### config.mk
export PLATFORM = sky130hd
export DESIGN_NAME = mhpq_ctrl
export DESIGN_NICKNAME = d
export VERILOG_FILES = /design/src/hw/rtl/mhpq_pkg.sv /design/src/hw/rtl/mhpq_ctrl.sv
export SDC_FILE = /design/constraint.sdc
export NUM_CORES = 1
export LEC_CHECK = 0
export BUFFER_PORTS_ARGS = -buffer_cell sky130_fd_sc_hd__buf_4
export CAP_MARGIN = 20
export CORE_AREA = 2 2 39 41
export CTS_CLUSTER_SIZE = 20
export DETAILED_ROUTE_END_ITERATION = 8
export DIE_AREA = 0 0 41 43
export PLACE_DENSITY_LB_ADDON = 0.3
export SYNTH_ARGS = -nofsm -noshare
export SYNTH_HDL_FRONTEND = slang
export SYNTH_SLANG_ARGS = --single-unit
### constraint.sdc
create_clock -name clk -period 1.22 [get_ports clk]
set_input_delay 0.244 -clock clk [delete_from_list [all_inputs] [get_ports clk]]
set_output_delay 0.244 -clock clk [all_outputs]
set_load 0.005 [all_outputs]
### src/hw/rtl/mhpq_pkg.sv
// ----------------------------------------------------------------------------
// mhpq_pkg: shared types and constants for the min-heap priority queue
// Opcodes, status codes, controller states and the command/status structs.
// ----------------------------------------------------------------------------
package mhpq_pkg;

  localparam int VAL_W = 31;
  localparam int TGT_W = 32;
  localparam int ST_W  = 3;

  localparam logic [1:0] OP_PUSH    = 2'd0;
  localparam logic [1:0] OP_EXTRACT = 2'd1;
  localparam logic [1:0] OP_DECR    = 2'd2;
  localparam logic [1:0] OP_NONE    = 2'd3;

  localparam logic [2:0] ST_EXTRACTED = 3'd0;
  localparam logic [2:0] ST_EMPTY     = 3'd1;
  localparam logic [2:0] ST_PUSHED    = 3'd2;
  localparam logic [2:0] ST_FULL      = 3'd3;
  localparam logic [2:0] ST_DECREASED = 3'd4;
  localparam logic [2:0] ST_NOTFOUND  = 3'd5;

  typedef enum logic [3:0] {
    S_IDLE,
    S_START,     // classify op, set index and status
    S_SRCH_RD,   // search: read slot
    S_SRCH_CK,   // search: compare tag
    S_UP_RD,     // sift-up: read parent
    S_UP_CK,     // sift-up: compare, maybe swap
    S_EX_RD,     // extract: read root and last
    S_EX_MV,     // extract: move last to root
    S_DN_RD,     // sift-down: read both children
    S_DN_CK,     // sift-down: compare, maybe swap
    S_DONE
  } state_t;

  // controller -> datapath
  typedef struct packed {
    state_t st;
    logic   take_in;
  } cmd_t;

  // datapath -> controller
  typedef struct packed {
    logic [1:0] op;
    logic       full;
    logic       empty;
    logic       srch_hit;
    logic       srch_end;
    logic       up_go;
    logic       dn_go;
    logic       dn_has;
  } sts_t;

endpackage

### src/hw/rtl/mhpq_ctrl.sv
// ----------------------------------------------------------------------------
// mhpq_ctrl: operation sequencer
// Walks each operation through search, sift-up or sift-down steps.
// ----------------------------------------------------------------------------
module mhpq_ctrl (
  input  logic             clk,
  input  logic             rst_n,
  input  logic             in_valid,
  output logic             in_ready,
  output logic             out_valid,
  input  logic             out_ready,
  input  mhpq_pkg::sts_t   sts,
  output mhpq_pkg::cmd_t   cmd
);

  mhpq_pkg::state_t state_r, state_nxt;

  always_ff @(posedge clk) begin
    if (!rst_n) begin
      state_r <= mhpq_pkg::S_IDLE;
    end else begin
      state_r <= state_nxt;
    end
  end

  // next state
  always_comb begin
    state_nxt = state_r;
    unique case (state_r)
      mhpq_pkg::S_IDLE: if (in_valid) state_nxt = mhpq_pkg::S_START;
      mhpq_pkg::S_START: begin
        unique case (sts.op)
          mhpq_pkg::OP_PUSH:
            state_nxt = sts.full ? mhpq_pkg::S_DONE : mhpq_pkg::S_UP_RD;
          mhpq_pkg::OP_EXTRACT:
            state_nxt = sts.empty ? mhpq_pkg::S_DONE : mhpq_pkg::S_EX_RD;
          mhpq_pkg::OP_DECR:
            state_nxt = sts.empty ? mhpq_pkg::S_DONE : mhpq_pkg::S_SRCH_RD;
          default: state_nxt = mhpq_pkg::S_IDLE;
        endcase
      end
      mhpq_pkg::S_SRCH_RD: state_nxt = mhpq_pkg::S_SRCH_CK;
      mhpq_pkg::S_SRCH_CK: begin
        if (sts.srch_hit)      state_nxt = mhpq_pkg::S_UP_RD;
        else if (sts.srch_end) state_nxt = mhpq_pkg::S_DONE;
        else                   state_nxt = mhpq_pkg::S_SRCH_RD;
      end
      mhpq_pkg::S_UP_RD: state_nxt = sts.up_go ? mhpq_pkg::S_UP_CK : mhpq_pkg::S_DONE;
      mhpq_pkg::S_UP_CK: state_nxt = sts.up_go ? mhpq_pkg::S_UP_RD : mhpq_pkg::S_DONE;
      mhpq_pkg::S_EX_RD: state_nxt = mhpq_pkg::S_EX_MV;
      mhpq_pkg::S_EX_MV: state_nxt = mhpq_pkg::S_DN_RD;
      mhpq_pkg::S_DN_RD: state_nxt = sts.dn_has ? mhpq_pkg::S_DN_CK : mhpq_pkg::S_DONE;
      mhpq_pkg::S_DN_CK: state_nxt = sts.dn_go ? mhpq_pkg::S_DN_RD : mhpq_pkg::S_DONE;
      mhpq_pkg::S_DONE: if (out_ready) state_nxt = mhpq_pkg::S_IDLE;
      default: state_nxt = mhpq_pkg::S_IDLE;
    endcase
  end

  // outputs
  always_comb begin
    in_ready    = (state_r == mhpq_pkg::S_IDLE);
    out_valid   = (state_r == mhpq_pkg::S_DONE);
    cmd.st      = state_r;
    cmd.take_in = in_ready && in_valid;
  end

endmodule

# Word level (Yosys, flattened, before mapping)
# Cells that the tools add are included.
# Widths: inputs -> output; s select.
# totals
ff_bits	4
out_inout_bits	7
# classes
eq_ne	14
reduce_logical	4
n_mux	13
# op_table
op	n
$pmux 4 s11	1
$mux 4	9
$eq 4x3->1 const B	4
$eq 4x4->1 const B	3
$pmux 4 s3	1
$eq 4x2->1 const B	2
$eq 4x1->1 const B	1
$logic_not 4->1	1
$mux 2	2
$eq 2x1->1 const B	1
$eq 2x2->1 const B	1
$logic_not 2->1	1
$ne 2x1->1 const B	1
$ne 2x2->1 const B	1
$reduce_and 2->1	1
$logic_and 1x1->1	1

# Longest topological paths before layout
# Gate-level depths: netlist (run 1).
# logic_depth
depth_word	3
depth_mapped	5

# Worst setup path after synthesis (run 1)
# OpenSTA, ideal clock, no wires.
# synth_timing
kind	flip-flop to output port
startpoint	register state_r[1]
endpoint	output cmd[0] in the netlist's numbering
path_stages_with_launch	4
required_time_ps	976
t_arrival_ps	1011
n_path_buf	1
setup_slack_ps	-35
cell_sequence	dfxtp_1 buf_2 nor4_1 and2_1
# synth_rtl
item	line_no	text
start: declaration	mhpq_ctrl.sv:16	mhpq_pkg::state_t state_r, state_nxt;
start signal: assignment	mhpq_ctrl.sv:20	state_r <= mhpq_pkg::S_IDLE;
start signal: assignment	mhpq_ctrl.sv:22	state_r <= state_nxt;
end: declaration	mhpq_ctrl.sv:13	output mhpq_pkg::cmd_t cmd

==> results of run 1 <==
## metrics by stage
| stage | std cells | utilization | hold WS (ns) | cell area (sq um) | setup TNS (ns) |
|---|---|---|---|---|---|
| 5_1_grt | 102 | 0.533 | 0.233 | 737 | -0.437 |
| 4_1_cts | 102 | 0.511 | 0.238 | 707 | -0.199 |
| 3_5_place_dp | 97 | 0.459 | 0.479 | 636 | -0.184 |
| 3_3_place_gp | 97 | 0.459 | 0.478 | 636 | -0.123 |
| 2_1_floorplan | 55 | - | 0.362 | 413 | 0 |
| 6_report | 102 | 0.533 | 0.243 | 737 | -0.170 |
## layout make-up
type / count / share of cell area
Timing Repair Buffer: 31 / 0.336
Inverter: 5 / 0.0255
Tap cell: 16 / 0.0272
Clock buffer: 3 / 0.0306
Sequential cell: 4 / 0.126
Multi-Input combinational cell: 43 / 0.455
## synthesized netlist by cell type, types with 2 or more instances
cell type,instances
o22ai_1,2
dfxtp_1,4
inv_1,4
and2_1,2
a21oi_1,7
nor2_1,4
nand2b_1,3
buf_2,3
mux2i_1,2
ha_1,4
nand2_1,3
## power groups by stage
| stage | Sequential (mW) | Combinational (mW) | Clock (mW) |
|---|---|---|---|
| 6_report | 0.354 | 1.04 | 0.167 |
| 2_1_floorplan | 0.250 | 0.446 | 0 |
| 5_1_grt | 0.364 | 1.14 | 0.188 |
| 4_1_cts | 0.347 | 0.960 | 0.173 |
| 3_3_place_gp | 0.325 | 0.811 | 0 |
| 3_5_place_dp | 0.325 | 0.821 | 0 |
## logic make-up after synthesis
group                    after synthesis  synth area share
AO/OA/AOI/OAI                         17             0.268
adder cells (fa/ha/maj)                4             0.123
buffers and inverters                  8            0.0830
flip-flops                             4             0.197
multiplexers                           2            0.0492
AND/OR/NAND/NOR                       20             0.280
## how the worst min path moves through the flow
stage                      from         end  slack, ns  cells past startpoint
after detailed placement  rst_n  state_r[2]       0.48                      2
after global routing      rst_n  state_r[2]       0.23                      2
after floorplan           rst_n  state_r[2]       0.36                      1
after global placement    rst_n  state_r[2]       0.48                      2
after CTS                 rst_n  state_r[2]       0.24                      2
final                     rst_n  state_r[2]       0.24                      2
## metal layers
layer,track usage,vias up,part of all wire
met5,0,-,0
met4,0.100,0,0.0096
li1,-,265,-
met2,0.266,33,0.51
met1,0.199,234,0.36
met3,0.0314,2,0.12
## worst reg2reg max path: cells and delay by family (launching register included)
family                 cells  cell delay (ns)
and+or+nand+nor            2             0.49
DFF                        1             0.36
AOI/OAI and AO/OA          2             0.16
buffers and inverters      1             0.13
## repair_timing
action	in CTS	in global routing
buffers inserted	2	0
pin swaps	1	1
cloned	0	0
endpoints found under the setup margin	7	6
gates resized for setup	11	7
==> results.toml, run 1 <==
[run_status]
status = "finished with violations"
violations = "negative setup slack"

[worst_setup_path]
critical_path_buf_inv_count = 1
rr_endpoint = "state_r[1]"
cp-start-kind = "register"
crit_path_cell_trace = "nor4_4 -> and2_1 -> buf_4"
crit_slowest_cell = "dfxtp_4"
crit_start = "state_r[2]"
r2r_start = "state_r[3]"
cp_slowest_stage_delay_ns = 0.36
crit_path_end_kind = "output port"
path_depth = 3
path_class = "reg -> out"
required_ns = 0.98
cp-endpoint = "cmd[0]"
cp_max_fo = 6
crit_arrival_ns = 1.10
cp_top_family = "simple AND/OR/NAND/NOR gates"
worstRegToRegCells = 5
rrSetupSlack_ns = 0.02

[global_route]
antenna_found_initial = 0
globalRouteOverflowTotal = 0
grt_max_degree = 12
grt_pass1_wl_mm = 1.98
grt_pass1_vias = 487
track_usage = 0.169

[sta]
fmax_mhz = 742
setup_violations = 3
fin_skew_ns = 0.00721
setup_slack_ns = -0.129
slew_headroom = 0.772
hold_viol = 0
report.final.slew_viol_count = 0
period_share = 1.11
tightest_slew_ns = 0.337
period_needed_ns = 1.35
rsz0062_at_grt = "yes"

[synthesis]
netlist_top_cells_area = "dfxtp_1 (20%), ha_1 (12%), a21oi_1 (8.6%)"
synth-main-ff-cell = "dfxtp_1"
synth_fp_nets = 72
synth_edf_count = 0
ys_seq_area_frac = 0.197
ys_ff_latch = 4
synth_warnings = 0
yosysTopAreaCellShare = 0.197
synth_cell_types = 28
syn_inst = 55
synthesis.area_sq_um = 407
yosys.area.top_type = "dfxtp_1"
async_flop_share = 0
avgSynthCellArea_sq_um = 7.39

[clock_tree]
cts_made_buffers = 3
path_clk_slew_ns = 0.03
cts.path.max_buffers = 2
htree_levels = 1
cts_tree = "yes"
cts-root-buf = "clkbuf_4"
clock_latency_ns = 0.24
postCtsHoldBufs = 0
cts.sinks = 4

[placed_design]
pre_cts_slack_ns = -0.0703
port_buffers = 19
gp_congestion = 0.743
hpwl_um = 941

[die]
die_width_um = 41
dieArea_sq_um = 1760
coreArea_sq_um = 1380
rows = 14
start_util = 0.294
ios = 20
die_h_um = 43

[final_layout]
area_growth_pct = 81.2
multiInputGateArea_sq_um = 335
largest_reg_flops = 4
n_fill_cell = 144
drive_above_1_share = 0.535
reg.largest.list = "state_r: 4 flops"
final_common_cell = "buf_4"
nets = 105
diodes = 0
regMostFlops = "state_r"
regArea_sq_um = 92.6
final_cell_mix = "buf_4 (27), a21oi_1 (5)"

[power_and_ir_drop]
switching_share = 0.380
clkPwrFrac = 0.107
comb_power_share = 0.667
ir_drop_mv = 0.826
leakagePower_nw = 0.331
finalPower_mw = 1.56
switchingPower_mw = 0.595
power_density_nw_per_um2 = 2120
power.internal_mw = 0.970
power_frac_seq = 0.226

[run]
maxCapViolations = 0

[route]
drc = 0
dr.pass1.iters = 4
detailroute.via_count = 534
antenna_left = 0
vias_per_cell = 5.24
dr.first_iter.drc_count = 14
wirelength_mm = 1.25
routedWlPerCell_um = 12.2

[worst_hold_path]
hp-class = "in -> reg"
Power figures use the tool's default switching activity.
==> inputs of run 2 (changes only) <==
Settings changed: BUFFER_PORTS_ARGS -buffer_cell sky130_fd_sc_hd__buf_4 to default, DONT_BUFFER_PORTS from default to 1.
Clock period 1.22 ns to 1.1 ns, I/O delays scaled along.
==> run 2 against run 1 <==
The run still ends with negative setup slack left. Cell count shrank 8.8%. Critical path depth is the same. First-iteration DRC count shrank 57%. Combinational power grew 52%. Worst hold slack lost 0.15 ns. Die area is the same.
==> results.toml, run 2 (synthesis gave the netlist of run 1 again) <==
[run_status]
status = "finished with violations"
violations = "negative setup slack"

[sta]
setup_slack_ns = -0.266
tightest_slew_ns = 0.311
rsz0062_at_grt = "yes"
hold_viol = 0
slew_headroom = 0.792
report.final.slew_viol_count = 0
fmax_mhz = 732
period_needed_ns = 1.37
finalSetupTns_ns = -1.41
setup_violations = 8
fin_skew_ns = 0.00367
period_share = 1.24

[route]
routedWlPerCell_um = 14.6
antenna_left = 0
wirelength_mm = 1.36
dr.first_iter.drc_count = 6
drc = 0
vias_per_cell = 5.24
detailroute.via_count = 487
dr.pass1.iters = 3

[final_layout]
diodes = 0
final_cell_mix = "buf_4 (13), buf_6 (5), inv_1 (4), a21oi_1 (4), ha_1 (4)"
design_area_sq_um = 763
drive_above_1_share = 0.571
largest_reg_flops = 4
n_fill_cell = 119
reg.largest.list = "state_r: 4 flops"
area_growth_pct = 87.7
final_common_cell = "buf_4"
regMostFlops = "state_r"
nets = 95

[clock_tree]
path_clk_slew_ns = 0.04
htree_levels = 1
cts.sinks = 4
postCtsHoldBufs = 0
cts.path.max_buffers = 2
clock_latency_ns = 0.24
cts_made_buffers = 3
cts_tree = "yes"
cts-root-buf = "clkbuf_4"

[die]
dieArea_sq_um = 1760
die_h_um = 43
die_width_um = 41
rows = 14
coreArea_sq_um = 1380
ios = 20
start_util = 0.294

[worst_hold_path]
hp-class = "in -> reg"
hold_depth = 1

[worst_setup_path]
crit_slowest_cell = "dfxtp_4"
crit_arrival_ns = 1.15
path_class = "reg -> out"
required_ns = 0.88
cp_max_fo = 2
crit_path_end_kind = "output port"
worstRegToRegCells = 5
cp_slowest_stage_delay_ns = 0.34
crit_path_cell_trace = "buf_6 -> nor4_4 -> and2_4"
cp-start-kind = "register"

[global_route]
grt_max_degree = 13
antenna_found_initial = 0
grt_pass1_wl_mm = 2.06
grt_pass1_vias = 483
track_usage = 0.175
globalRouteOverflowTotal = 0

[placed_design]
gp_congestion = 0.711
port_buffers = 0
hpwl_um = 884
detailed_place.area_sq_um = 544

[power_and_ir_drop]
power_density_nw_per_um2 = 2760
leakagePower_nw = 0.310
finalPower_mw = 2.10
ir_drop_mv = 0.793

[run]
maxCapViolations = 0
run 2: critical path: cells and delay by family (launching register included):
kind	cells	cell delay, ns
AND/OR/NAND/NOR	2	0.45
flip-flops	1	0.34
buffers and inverters	1	0.11
run 2: cell type report:
type	instances	area, sq um	share of cell area
timing repair buffer	21	199	0.261
multi-input combinational	43	407	0.533
tap	16	20.0	0.0262
inverter	5	18.8	0.0246
sequential	4	92.6	0.121
clock buffer	4	26.3	0.0344
run 2: metal layers:
layer	GRT usage	up-vias	part of all wire
met3	0.0524	2	0.074
met1	0.194	221	0.39
li1	-	244	-
met5	0	-	0
met4	0.0800	0	0.0059
met2	0.288	20	0.53
run 2: stage by stage:
stage / cells / setup WS (ns) / util / hold WS, ns
finish: 93 / -0.266 / 0.552 / 0.0901
global route: 93 / -0.321 / 0.552 / 0.0899
CTS: 91 / -0.261 / 0.483 / 0.0889
detailed placement: 83 / -0.130 / 0.393 / 0.341
global placement: 83 / -0.0875 / 0.393 / 0.340
floorplan: 55 / -0.0300 / - / 0.337
run 2: repair_timing:
action	4_1_cts	5_1_grt
cloned	1	1
setup buffers	3	1
setup endpoints to repair	8	8
gates resized for setup	19	13
pin swaps	7	2
run 2: power by group:
group	internal, mW	switching [mW]	total (mW)
Clock	0.137	0.0689	0.206
Combinational	0.922	0.655	1.58
Sequential	0.240	0.0833	0.323
run 2: path summary, 6_finish.rpt:
check              from          to  slack (ns)
min reg2reg  state_r[1]  state_r[2]        0.75
max          state_r[3]      cmd[0]       -0.27
min               rst_n  state_r[2]        0.09
max reg2reg  state_r[3]  state_r[3]       -0.20
